File: config.mk
export PLATFORM = sky130hd
export DESIGN_NAME = thermal_monitor_controller
export DESIGN_NICKNAME = d
export VERILOG_FILES = /design/src/rtl/core/tmc_pkg.sv /design/src/rtl/core/thermal_monitor_controller.sv
export SDC_FILE = /design/constraint.sdc
export NUM_CORES = 1
export LEC_CHECK = 0
export ABC_CLOCK_PERIOD_IN_PS = 10100
export BUFFER_PORTS_ARGS = -buffer_cell sky130_fd_sc_hd__buf_4
export CORE_UTILIZATION = 50
export DETAILED_ROUTE_END_ITERATION = 7
export GPL_ROUTABILITY_DRIVEN = 0
export MAX_ROUTING_LAYER = met4
export PLACE_DENSITY_LB_ADDON = 0.05
export SLEW_MARGIN = 20
export SYNTH_ARGS = -nofsm -noshare
export SYNTH_HDL_FRONTEND = slang
export SYNTH_SLANG_ARGS = --single-unit
File: constraint.sdc
create_clock -name clk -period 10.1 [get_ports clk]
set_clock_uncertainty 0.2 [all_clocks]
set_input_delay 0.505 -clock clk [delete_from_list [all_inputs] [get_ports clk]]
set_output_delay 0.505 -clock clk [all_outputs]
set_load 0.02 [all_outputs]
File: src/rtl/core/tmc_pkg.sv
// types, microcode program and lookup functions for the thermal monitor controller
package tmc_pkg;

    // operating modes, coded as they appear on the mode output
    typedef enum logic [2:0] {
        MODE_STARTUP  = 3'd0,
        MODE_OK       = 3'd1,
        MODE_CHECKING = 3'd2,
        MODE_WARNING  = 3'd3,
        MODE_DANGER   = 3'd4,
        MODE_OFF      = 3'd5
    } mode_t;

    // sub-phases of the danger sequence
    typedef enum logic [1:0] {
        PH_WINDOW = 2'd0,
        PH_COOL   = 2'd1,
        PH_BLINK  = 2'd2
    } phase_t;

    // configuration register indexes
    localparam logic [2:0] CFG_OK_LIMIT     = 3'd0;
    localparam logic [2:0] CFG_DANGER_LIMIT = 3'd1;
    localparam logic [2:0] CFG_SAMPLES      = 3'd2;
    localparam logic [2:0] CFG_WINDOW_MS    = 3'd3;
    localparam logic [2:0] CFG_COOLING_MS   = 3'd4;
    localparam logic [2:0] CFG_BLINK_MS     = 3'd5;

    // micro-operations
    typedef enum logic [2:0] {
        UOP_NOP,
        UOP_DANGER,
        UOP_SAMPLE,
        UOP_DIV_INIT,
        UOP_DIV,
        UOP_CLASSIFY,
        UOP_OUT
    } uop_t;

    // what a step waits for before it fires
    typedef enum logic [1:0] {
        WAIT_NONE,
        WAIT_IN,
        WAIT_OUT
    } wait_t;

    // multiplier operand selection
    typedef enum logic [2:0] {
        MS_OK_FS,
        MS_DG_FS,
        MS_SCALE_N,
        MS_LAST_500,
        MS_SUM_500,
        MS_FS_N
    } mul_sel_t;

    // multiplier result destination
    typedef enum logic [2:0] {
        MD_NONE,
        MD_PROD,
        MD_OKS,
        MD_DGS,
        MD_S500
    } mul_dst_t;

    // jump conditions
    typedef enum logic [1:0] {
        COND_NEVER,
        COND_ALWAYS,
        COND_NO_EVAL,
        COND_CNT_NZ
    } cond_t;

    typedef logic [3:0] step_t;

    typedef struct packed {
        uop_t     op;
        wait_t    wait_on;
        mul_sel_t msel;
        mul_dst_t mdst;
        cond_t    cond;
        step_t    target;
    } ucw_t;

    localparam step_t STEP_WAIT     = 4'd0;
    localparam step_t STEP_OK_FS    = 4'd1;
    localparam step_t STEP_OK_N     = 4'd2;
    localparam step_t STEP_DG_FS    = 4'd3;
    localparam step_t STEP_DG_N     = 4'd4;
    localparam step_t STEP_LAST_500 = 4'd5;
    localparam step_t STEP_DANGER   = 4'd6;
    localparam step_t STEP_SAMPLE   = 4'd7;
    localparam step_t STEP_SUM_500  = 4'd8;
    localparam step_t STEP_DIV_INIT = 4'd9;
    localparam step_t STEP_DIV      = 4'd10;
    localparam step_t STEP_CLASSIFY = 4'd11;
    localparam step_t STEP_OUT      = 4'd12;

    function automatic ucw_t cw(uop_t op, wait_t wo, mul_sel_t ms, mul_dst_t md,
                                cond_t cond, step_t target);
        ucw_t w;
        w.op      = op;
        w.wait_on = wo;
        w.msel    = ms;
        w.mdst    = md;
        w.cond    = cond;
        w.target  = target;
        return w;
    endfunction

    // control store: one control word per step
    function automatic ucw_t ucode(step_t step);
        ucw_t w;
        unique case (step)
            STEP_WAIT:     w = cw(UOP_NOP, WAIT_IN, MS_OK_FS, MD_NONE, COND_NEVER, STEP_WAIT);
            STEP_OK_FS:    w = cw(UOP_NOP, WAIT_NONE, MS_OK_FS, MD_PROD, COND_NEVER, STEP_WAIT);
            STEP_OK_N:     w = cw(UOP_NOP, WAIT_NONE, MS_SCALE_N, MD_OKS, COND_NEVER, STEP_WAIT);
            STEP_DG_FS:    w = cw(UOP_NOP, WAIT_NONE, MS_DG_FS, MD_PROD, COND_NEVER, STEP_WAIT);
            STEP_DG_N:     w = cw(UOP_NOP, WAIT_NONE, MS_SCALE_N, MD_DGS, COND_NEVER, STEP_WAIT);
            STEP_LAST_500: w = cw(UOP_NOP, WAIT_NONE, MS_LAST_500, MD_S500, COND_NEVER,
                                  STEP_WAIT);
            STEP_DANGER:   w = cw(UOP_DANGER, WAIT_NONE, MS_OK_FS, MD_NONE, COND_NEVER,
                                  STEP_WAIT);
            STEP_SAMPLE:   w = cw(UOP_SAMPLE, WAIT_NONE, MS_OK_FS, MD_NONE, COND_NO_EVAL,
                                  STEP_OUT);
            STEP_SUM_500:  w = cw(UOP_NOP, WAIT_NONE, MS_SUM_500, MD_S500, COND_NEVER,
                                  STEP_WAIT);
            STEP_DIV_INIT: w = cw(UOP_DIV_INIT, WAIT_NONE, MS_FS_N, MD_PROD, COND_NEVER,
                                  STEP_WAIT);
            STEP_DIV:      w = cw(UOP_DIV, WAIT_NONE, MS_OK_FS, MD_NONE, COND_CNT_NZ, STEP_DIV);
            STEP_CLASSIFY: w = cw(UOP_CLASSIFY, WAIT_NONE, MS_OK_FS, MD_NONE, COND_NEVER,
                                  STEP_WAIT);
            STEP_OUT:      w = cw(UOP_OUT, WAIT_OUT, MS_OK_FS, MD_NONE, COND_ALWAYS, STEP_WAIT);
            default:       w = cw(UOP_NOP, WAIT_NONE, MS_OK_FS, MD_NONE, COND_ALWAYS,
                                  STEP_WAIT);
        endcase
        return w;
    endfunction

    // seven-segment patterns, segments a..g in bits 0..6
    function automatic logic [6:0] digit_pattern(logic [3:0] d);
        logic [6:0] p;
        unique case (d)
            4'd0:    p = 7'h3F;
            4'd1:    p = 7'h06;
            4'd2:    p = 7'h5B;
            4'd3:    p = 7'h4F;
            4'd4:    p = 7'h66;
            4'd5:    p = 7'h6D;
            4'd6:    p = 7'h7D;
            4'd7:    p = 7'h07;
            4'd8:    p = 7'h7F;
            4'd9:    p = 7'h6F;
            default: p = 7'h00;
        endcase
        return p;
    endfunction

    function automatic logic [11:0] at_least_one(logic [11:0] v);
        return (v == 12'd0) ? 12'd1 : v;
    endfunction

endpackage

File: src/rtl/core/thermal_monitor_controller.sv
// thermal monitor controller: microcoded sequencer over a shared multiplier and serial divider
//
// One input beat is one millisecond tick: sample_valid and sample carry a converter
// reading on timer events, button_edge and the three button levels carry the buttons.
// Every input beat yields exactly one output beat with mode, lamp controls and the two
// seven-segment digits; display_update marks beats on which the digits were refreshed.
// Limits, samples per average and the three danger durations are written through the
// cfg channel (cfg_index selects the register), which is always ready; write only while
// no tick is in flight.
// Each tick walks a short program: a tick without evaluation jumps from the sampling step
// to the output step; an evaluating tick also runs the one-bit-per-cycle restoring
// divider, which steps through the CW-bit dividend for the average. The next input beat
// is taken as soon as the result sits in the output register, so a stalled receiver
// holds at most one finished result and blocks the sequencer only when the next result
// is ready.
// Reset puts the block in STARTUP with sums cleared, digits blank, no output pending and
// the configuration at its default values.
module thermal_monitor_controller
    import tmc_pkg::*;
#(
    parameter int SAMPLE_BITS = 12
)
(
    input  logic        clk,
    input  logic        rst_n,
    // tick channel
    input  logic        in_valid,
    output logic        in_stall,
    input  logic        sample_valid,
    input  logic [11:0] sample,
    input  logic        button_edge,
    input  logic        start_button,
    input  logic        restart_button,
    input  logic        cool_button,
    // result channel
    output logic        out_valid,
    input  logic        out_stall,
    output logic [2:0]  mode,
    output logic        green_led,
    output logic        orange_led,
    output logic        red_led,
    output logic        blink_run,
    output logic        blink_orange,
    output logic        blink_red,
    output logic [6:0]  tens_segments,
    output logic [6:0]  ones_segments,
    output logic        display_update,
    // configuration channel
    input  logic        cfg_valid,
    output logic        cfg_ready,
    input  logic [2:0]  cfg_index,
    input  logic [11:0] cfg_data
);

    localparam int SW  = (SAMPLE_BITS < 12) ? SAMPLE_BITS : 12;
    localparam int AW  = 9 + SAMPLE_BITS;
    localparam int BW  = (SAMPLE_BITS > 9) ? SAMPLE_BITS : 9;
    localparam int PW  = AW + BW;
    localparam int CW  = (13 + SAMPLE_BITS > 25) ? 13 + SAMPLE_BITS : 25;
    localparam int DVW = SAMPLE_BITS + 4;
    localparam int DCW = $clog2(CW);
    localparam logic [SAMPLE_BITS-1:0] FS = '1;

    // configuration
    logic [8:0]  ok_limit_reg, danger_limit_reg;
    logic [3:0]  samples_reg;
    logic [11:0] window_reg, cooling_reg, blink_reg;

    // sequencer
    step_t       ustep_reg, ustep_next;
    ucw_t        ucw;
    logic        fire;
    logic        out_free;

    // captured tick
    logic        smp_valid_reg;
    logic [11:0] smp_reg;
    logic        edge_reg, start_reg, restart_reg, cool_reg;

    // controller state
    mode_t       mode_reg, mode_next;
    phase_t      phase_reg, phase_next;
    logic [11:0] ms_cnt_reg, ms_cnt_next;
    logic [3:0]  count_reg, count_next;
    logic [15:0] sum_reg, sum_next;
    logic [15:0] last_sum_reg, last_sum_next;
    logic [13:0] seg_reg, seg_next;
    logic        upd_reg, upd_next;

    // datapath
    logic [AW-1:0]  mul_a;
    logic [BW-1:0]  mul_b;
    logic [PW-1:0]  mul_p;
    logic [CW-1:0]  mul_res;
    logic [CW-1:0]  prod_reg, ok_scaled_reg, dg_scaled_reg, s500_reg;
    logic [CW-1:0]  dq_reg, dq_next;
    logic [DVW-1:0] rem_reg, rem_next;
    logic [DVW-1:0] divisor;
    logic [DCW-1:0] dcnt_reg, dcnt_next;
    logic [3:0]     r10_reg, r10_next;
    logic [3:0]     tens_reg, tens_next;
    logic           tens_big_reg, tens_big_next;

    logic [3:0]     n_eff;
    logic           eval_needed;
    logic           jump;

    // output register
    logic        out_valid_reg;
    logic [2:0]  out_mode_reg;
    logic [5:0]  out_lamps_reg;
    logic [13:0] out_seg_reg;
    logic        out_upd_reg;
    logic [5:0]  lamps;

    assign cfg_ready = 1'b1;
    assign n_eff     = (samples_reg == 4'd0) ? 4'd1 : samples_reg;
    assign divisor   = prod_reg[DVW-1:0];
    assign ucw       = ucode(ustep_reg);
    assign out_free  = !out_valid_reg || !out_stall;
    assign in_stall  = (ucw.wait_on != WAIT_IN);

    assign eval_needed = smp_valid_reg && (mode_reg != MODE_STARTUP) &&
                         (mode_reg != MODE_OFF) && (count_reg >= n_eff);

    // ---------------- sequencer ----------------
    always_comb
    begin
        case (ucw.wait_on)
            WAIT_IN:  fire = in_valid;
            WAIT_OUT: fire = out_free;
            default:  fire = 1'b1;
        endcase

        unique case (ucw.cond)
            COND_ALWAYS:  jump = 1'b1;
            COND_NO_EVAL: jump = !eval_needed;
            COND_CNT_NZ:  jump = (dcnt_reg != '0);
            default:      jump = 1'b0;
        endcase

        if (!fire)
        begin
            ustep_next = ustep_reg;
        end
        else if (jump)
        begin
            ustep_next = ucw.target;
        end
        else
        begin
            ustep_next = step_t'(ustep_reg + 4'd1);
        end
    end

    // ---------------- shared multiplier ----------------
    always_comb
    begin
        unique case (ucw.msel)
            MS_OK_FS:
            begin
                mul_a = AW'(ok_limit_reg);
                mul_b = BW'(FS);
            end
            MS_DG_FS:
            begin
                mul_a = AW'(danger_limit_reg);
                mul_b = BW'(FS);
            end
            MS_SCALE_N:
            begin
                mul_a = prod_reg[AW-1:0];
                mul_b = BW'(n_eff);
            end
            MS_LAST_500:
            begin
                mul_a = AW'(last_sum_reg);
                mul_b = BW'(9'd500);
            end
            MS_SUM_500:
            begin
                mul_a = AW'(sum_reg);
                mul_b = BW'(9'd500);
            end
            MS_FS_N:
            begin
                mul_a = AW'(FS);
                mul_b = BW'(n_eff);
            end
            default:
            begin
                mul_a = '0;
                mul_b = '0;
            end
        endcase
        mul_p   = mul_a * mul_b;
        mul_res = mul_p[CW-1:0];
    end

    // ---------------- controller and divider ----------------
    always_comb
    begin
        logic [11:0]    cnt_inc;
        logic           last_le_ok;
        logic           le_ok;
        logic           ge_dg;
        logic [16:0]    sum_wide;
        logic [DVW:0]   div_t;
        logic [DVW:0]   div_d;
        logic           qbit;
        logic [4:0]     t10;
        logic           q10;
        logic [4:0]     tens_wide;
        logic [6:0]     tseg;

        mode_next     = mode_reg;
        phase_next    = phase_reg;
        ms_cnt_next   = ms_cnt_reg;
        count_next    = count_reg;
        sum_next      = sum_reg;
        last_sum_next = last_sum_reg;
        seg_next      = seg_reg;
        upd_next      = upd_reg;
        dq_next       = dq_reg;
        rem_next      = rem_reg;
        dcnt_next     = dcnt_reg;
        r10_next      = r10_reg;
        tens_next     = tens_reg;
        tens_big_next = tens_big_reg;

        cnt_inc    = ms_cnt_reg + 12'd1;
        last_le_ok = (s500_reg <= ok_scaled_reg);
        le_ok      = (s500_reg <= ok_scaled_reg);
        ge_dg      = (s500_reg >= dg_scaled_reg);
        sum_wide   = {1'b0, sum_reg} + 17'(smp_reg[SW-1:0]);

        // one restoring step, its quotient bit also fed to a running divide by ten
        div_t     = {rem_reg, dq_reg[CW-1]};
        div_d     = div_t - {1'b0, divisor};
        qbit      = (div_t >= {1'b0, divisor});
        t10       = {r10_reg, qbit};
        q10       = (t10 >= 5'd10);
        tens_wide = {tens_reg, q10};
        tseg      = tens_big_reg ? digit_pattern(4'd0) : digit_pattern(tens_reg);

        if (fire)
        begin
            unique case (ucw.op)
                UOP_NOP:
                begin
                    if (ucw.wait_on == WAIT_IN)
                    begin
                        upd_next = 1'b0;
                    end
                end
                UOP_DANGER:
                begin
                    if (mode_reg == MODE_DANGER)
                    begin
                        unique case (phase_reg)
                            PH_WINDOW:
                            begin
                                if (cool_reg)
                                begin
                                    phase_next  = PH_COOL;
                                    ms_cnt_next = '0;
                                end
                                else if (cnt_inc >= at_least_one(window_reg))
                                begin
                                    mode_next   = MODE_OFF;
                                    phase_next  = PH_WINDOW;
                                    ms_cnt_next = '0;
                                end
                                else
                                begin
                                    ms_cnt_next = cnt_inc;
                                end
                            end
                            PH_COOL:
                            begin
                                if (last_le_ok)
                                begin
                                    mode_next   = MODE_OK;
                                    phase_next  = PH_WINDOW;
                                    ms_cnt_next = '0;
                                end
                                else if (cnt_inc >= at_least_one(cooling_reg))
                                begin
                                    phase_next  = PH_BLINK;
                                    ms_cnt_next = '0;
                                end
                                else
                                begin
                                    ms_cnt_next = cnt_inc;
                                end
                            end
                            default:
                            begin
                                if (cnt_inc >= at_least_one(blink_reg))
                                begin
                                    mode_next   = MODE_OFF;
                                    phase_next  = PH_WINDOW;
                                    ms_cnt_next = '0;
                                end
                                else
                                begin
                                    ms_cnt_next = cnt_inc;
                                end
                            end
                        endcase
                    end
                    // buttons see the mode left by the danger sequence of this tick
                    if (edge_reg)
                    begin
                        if (start_reg)
                        begin
                            if (mode_next == MODE_STARTUP)
                            begin
                                mode_next   = MODE_CHECKING;
                                phase_next  = PH_WINDOW;
                                ms_cnt_next = '0;
                            end
                        end
                        else if (restart_reg && (mode_next == MODE_OFF))
                        begin
                            mode_next   = MODE_CHECKING;
                            phase_next  = PH_WINDOW;
                            ms_cnt_next = '0;
                        end
                    end
                end
                UOP_SAMPLE:
                begin
                    if (smp_valid_reg && !eval_needed && (mode_reg != MODE_STARTUP) &&
                        (mode_reg != MODE_OFF))
                    begin
                        sum_next   = sum_wide[16] ? 16'hFFFF : sum_wide[15:0];
                        count_next = count_reg + 4'd1;
                    end
                end
                UOP_DIV_INIT:
                begin
                    dq_next       = s500_reg;
                    rem_next      = '0;
                    dcnt_next     = DCW'(CW - 1);
                    r10_next      = '0;
                    tens_next     = '0;
                    tens_big_next = 1'b0;
                end
                UOP_DIV:
                begin
                    dq_next   = {dq_reg[CW-2:0], qbit};
                    rem_next  = qbit ? div_d[DVW-1:0] : div_t[DVW-1:0];
                    r10_next  = q10 ? 4'(t10 - 5'd10) : t10[3:0];
                    tens_next = tens_wide[3:0];
                    if (tens_big_reg || (tens_wide > 5'd9))
                    begin
                        tens_big_next = 1'b1;
                    end
                    if (dcnt_reg != '0)
                    begin
                        dcnt_next = dcnt_reg - DCW'(1);
                    end
                end
                UOP_CLASSIFY:
                begin
                    seg_next = {digit_pattern(r10_reg), tseg};
                    if (mode_reg != MODE_DANGER)
                    begin
                        if (ge_dg)
                        begin
                            mode_next   = MODE_DANGER;
                            phase_next  = PH_WINDOW;
                            ms_cnt_next = '0;
                        end
                        else if (!le_ok)
                        begin
                            mode_next = MODE_WARNING;
                        end
                        else
                        begin
                            mode_next = MODE_OK;
                        end
                    end
                    last_sum_next = sum_reg;
                    sum_next      = '0;
                    count_next    = '0;
                    upd_next      = 1'b1;
                end
                default:
                begin
                end
            endcase
        end
    end

    // lamp decode: {blink_red, blink_orange, blink_run, red, orange, green}
    always_comb
    begin
        lamps = '0;
        unique case (mode_reg)
            MODE_OK:       lamps[0] = 1'b1;
            MODE_WARNING:  lamps[1] = 1'b1;
            MODE_CHECKING: lamps[4:3] = 2'b11;
            MODE_DANGER:
            begin
                if (phase_reg == PH_COOL)
                begin
                    lamps[2] = 1'b1;
                end
                else
                begin
                    lamps[3] = 1'b1;
                    lamps[5] = 1'b1;
                end
            end
            default:       lamps = '0;
        endcase
    end

    // ---------------- registers with reset ----------------
    always_ff @(posedge clk or negedge rst_n)
    begin
        if (!rst_n)
        begin
            ustep_reg        <= STEP_WAIT;
            mode_reg         <= MODE_STARTUP;
            phase_reg        <= PH_WINDOW;
            ms_cnt_reg       <= '0;
            count_reg        <= '0;
            sum_reg          <= '0;
            last_sum_reg     <= '0;
            seg_reg          <= '0;
            upd_reg          <= 1'b0;
            out_valid_reg    <= 1'b0;
            ok_limit_reg     <= 9'd35;
            danger_limit_reg <= 9'd46;
            samples_reg      <= 4'd10;
            window_reg       <= 12'd1000;
            cooling_reg      <= 12'd2000;
            blink_reg        <= 12'd500;
        end
        else
        begin
            ustep_reg    <= ustep_next;
            mode_reg     <= mode_next;
            phase_reg    <= phase_next;
            ms_cnt_reg   <= ms_cnt_next;
            count_reg    <= count_next;
            sum_reg      <= sum_next;
            last_sum_reg <= last_sum_next;
            seg_reg      <= seg_next;
            upd_reg      <= upd_next;

            if (fire && (ucw.op == UOP_OUT))
            begin
                out_valid_reg <= 1'b1;
            end
            else if (!out_stall)
            begin
                out_valid_reg <= 1'b0;
            end

            if (cfg_valid && cfg_ready)
            begin
                case (cfg_index)
                    CFG_OK_LIMIT:     ok_limit_reg     <= cfg_data[8:0];
                    CFG_DANGER_LIMIT: danger_limit_reg <= cfg_data[8:0];
                    CFG_SAMPLES:      samples_reg      <= cfg_data[3:0];
                    CFG_WINDOW_MS:    window_reg       <= cfg_data;
                    CFG_COOLING_MS:   cooling_reg      <= cfg_data;
                    CFG_BLINK_MS:     blink_reg        <= cfg_data;
                    default:
                    begin
                    end
                endcase
            end
        end
    end

    // ---------------- payload registers ----------------
    always_ff @(posedge clk)
    begin
        if (fire && (ucw.wait_on == WAIT_IN))
        begin
            smp_valid_reg <= sample_valid;
            smp_reg       <= sample;
            edge_reg      <= button_edge;
            start_reg     <= start_button;
            restart_reg   <= restart_button;
            cool_reg      <= cool_button;
        end

        unique case (ucw.mdst)
            MD_PROD: prod_reg      <= mul_res;
            MD_OKS:  ok_scaled_reg <= mul_res;
            MD_DGS:  dg_scaled_reg <= mul_res;
            MD_S500: s500_reg      <= mul_res;
            default:
            begin
            end
        endcase

        dq_reg       <= dq_next;
        rem_reg      <= rem_next;
        dcnt_reg     <= dcnt_next;
        r10_reg      <= r10_next;
        tens_reg     <= tens_next;
        tens_big_reg <= tens_big_next;

        if (fire && (ucw.op == UOP_OUT))
        begin
            out_mode_reg  <= mode_reg;
            out_lamps_reg <= lamps;
            out_seg_reg   <= seg_reg;
            out_upd_reg   <= upd_reg;
        end
    end

    assign out_valid      = out_valid_reg;
    assign mode           = out_mode_reg;
    assign green_led      = out_lamps_reg[0];
    assign orange_led     = out_lamps_reg[1];
    assign red_led        = out_lamps_reg[2];
    assign blink_run      = out_lamps_reg[3];
    assign blink_orange   = out_lamps_reg[4];
    assign blink_red      = out_lamps_reg[5];
    assign tens_segments  = out_seg_reg[6:0];
    assign ones_segments  = out_seg_reg[13:7];
    assign display_update = out_upd_reg;

    // ---------------- assertions ----------------
    // an accepted beat always starts the program at its first compute step
    assert property (@(posedge clk) disable iff (!rst_n)
        (in_valid && !in_stall) |=> (ustep_reg == STEP_OK_FS))
        else $error("sequencer did not start after an accepted beat");

    // a new result only appears right after the output step fired
    assert property (@(posedge clk) disable iff (!rst_n)
        $rose(out_valid_reg) |-> $past(ustep_reg == STEP_OUT))
        else $error("result valid rose outside the output step");

    // partial remainder stays below the divisor throughout the divide loop
    assert property (@(posedge clk) disable iff (!rst_n)
        (ustep_reg == STEP_DIV) |-> (rem_reg < divisor))
        else $error("divider remainder out of range");

    // classification only follows a sampling event and a finished divide
    assert property (@(posedge clk) disable iff (!rst_n)
        (ustep_reg == STEP_CLASSIFY) |-> (smp_valid_reg && (dcnt_reg == '0)))
        else $error("evaluation reached without a sample or with divide unfinished");

endmodule

==> metrics.cfg <==
[outcome]
status=complete, no violations

[logic_synthesis]
netlist_area_sq_um=23540
ys_seq_area_share_pct=39.16
synthTopCellsByCount=inv_1 (373), nand2_1 (308), edfxtp_1 (192)
synth_most_common_cell=inv_1
synth_seq_cells=330
netlist_top_cells_area=edfxtp_1 (24%), fa_1 (14%), dfrtp_1 (11%)
ys_warn_count=0
synth_cell_types=92
yosys_most_used_dff=edfxtp_1
synth_area_per_cell_sq_um=10.15
synth_top_area_share_pct=24.49
async_flop_share_pct=39.70
synth_area_leader_cell=edfxtp_1
synth_cells=2320
synth-edff-count=192

[routing]
wl_per_cell_um=17.95
vias_per_cell=5.394
ant_nets=0
drc=0
vias=16580
drt_wl_total_mm=55.19
dr.pass1.iters=5
drt_iter0_markers=1082

[hold_path]
hold_path_class=in -> reg

[setup_path]
crit_arrival_ns=8.86
reg2reg_depth=24
worstSetupEndpoint=s500_reg[21]$_DFFE_PN_
ff2ff_setup_slack_ns=1.33
timing.rr.end=s500_reg[21]$_DFFE_PN_
endpoint_kind=register
cp.required_ns=10.19
crit_type=reg -> reg
start_kind=register
timing.rr.start=ustep_reg[1]$_DFFE_PN0N_
crit_fanout=31
startpoint=ustep_reg[1]$_DFFE_PN0N_

[clock_tree]
clkTransAtPathRegs_ns=0.06
cts_setup_buffers=0
cts_tree=built
htree_levels=2
clock_path_buffers=3
cts_hold_buf=26
clock_sinks=330
numCtsBuffers=39
clockRootBuffer=clkbuf_16
post_cts_resized=0
clkLatencyLatePin_ns=0.57

[timing]
max_slew_margin_pct=20.65
hold_viol=0
rsz0062_at_grt=false
worst_slew_pin_slew_ns=1.178
fin_crit_sh_pct=86.84
timing.fmax_mhz=114.0
hold_ws_ns=0.02960
fin_crit_ns=8.771
slew_violations=0
setup_tns_ns=0
finalSetupViolations=0

[finish]
finalNonFillerCells=3074
seqCellArea_sq_um=9218
postLayoutCellArea_sq_um=26370
drive_above_1_share_pct=11.27
nNetsFinal=2819
area_growth_pct=12.03
fillCellCount=4077
multi_input_area_sq_um=12740

[global_route]
globalRouteOverflowTotal=0
grt_max_degree=73
grtUsageTotal_pct=25.25
antenna_found_initial=2
grt_pass1_wl_mm=90.89
grt_pass1_vias=16920

[floorplan]
start_util_pct=50.67
placementRows=79
die_h_um=219.0
io_pins=64
core_area_sq_um=46460
die_area_sq_um=47950
fp.dieW_um=219.0

[flow_run]
drv_cap=0

[place]
placed_area_sq_um=24770
dp_hpwl_mm=42.72
dp_cells=2975
port-buffer-count=62

-- through the flow --
stage	setup slack [ns]	util, %
global route	0.7462	56.77
floorplan	2.685	-
global placement	1.782	53.30
CTS	1.376	56.73
finish	1.329	56.77
detailed placement	1.456	53.32
-- cell families after synthesis --
kind of cell               after synthesis  share of synthesized area [%]
DFF                                    330                          39.16
buffers and inverters                  440                          7.415
other                                    2                        0.03190
xor gates and xnor gates                58                          2.158
adders and majority gates              348                          23.68
and+or+nand+nor                        671                          13.31
muxes                                   73                          3.380
AOI/OAI and AO/OA                      398                          10.86
-- cell usage in the layout (no fill, tap or decap), types with 18 or more instances in the layout --
master	n
a21o_1	31
a21oi_1	99
a31oi_1	18
and2_1	20
and3_1	22
buf_4	85
clkbuf_16	39
conb_1	28
dfrtp_1	104
dfstp_2	27
dlygate4sd3_1	26
edfxtp_1	192
fa_1	163
ha_1	184
inv_1	372
mux2_2	45
mux2i_1	26
nand2_1	308
nand3_1	66
nor2_1	104
nor2b_1	25
nor3_1	26
o21ai_0	115
xnor2_1	43
-- critical path, stage by stage (launching register included) --
cell	delay [ns]
dfrtp_1	0.47
inv_1	0.15
ha_1	0.35
mux2i_1	0.19
o21ai_4	0.77
a21oi_2	0.33
o21ai_1	0.92
nand2_1	0.16
fa_1	0.56
inv_1	0.06
fa_1	0.52
fa_1	0.44
fa_1	0.55
inv_1	0.05
fa_1	0.53
inv_1	0.04
ha_1	0.35
and3_1	0.21
and3_1	0.19
a311oi_1	0.56
o211ai_1	0.19
a21oi_1	0.29
o21bai_1	0.09
a21oi_1	0.18
xnor2_1	0.11
-- routing by layer --
metal | vias up | track usage, % | wire (um)
met4 | 0 | 7.708 | 1547
met3 | 94 | 3.410 | 2401
li1 | 8026 | - | -
met1 | 8132 | 32.93 | 24650
met2 | 329 | 41.03 | 26590
met5 | - | - | 0
-- layout make-up --
cell class / instances / share of cell area (%)
clock buffer: 49 / 4.071
clock inverter: 23 / 0.9583
multi-input combinational: 1576 / 48.31
sequential: 330 / 34.95
timing repair buffer: 112 / 3.449
antenna: 1 / 0.009489
inverter: 376 / 5.375
tap: 607 / 2.880
-- worst min path at each step --
stage	start	cells past startpoint	slack [ns]	end
after floorplan	rst_n	0	0.009	blink_reg[0]$_DFFE_PN0P_
after global placement	seg_reg[4]$_DFFE_PN0P_	0	0.23	out_seg_reg[4]$_DFFE_PP_
after detailed placement	seg_reg[5]$_DFFE_PN0P_	0	0.23	out_seg_reg[5]$_DFFE_PP_
after CTS	cfg_data[2]	3	0.006	cooling_reg[2]$_DFFE_PN0P_
after global routing	cfg_data[1]	3	0.01	samples_reg[1]$_DFFE_PN1P_
final	cfg_data[1]	3	0.03	samples_reg[1]$_DFFE_PN1P_
Power is left out: the tool's default activity adds up to more than one toggle a clock period on the data nets, which glitch-free logic cannot reach.
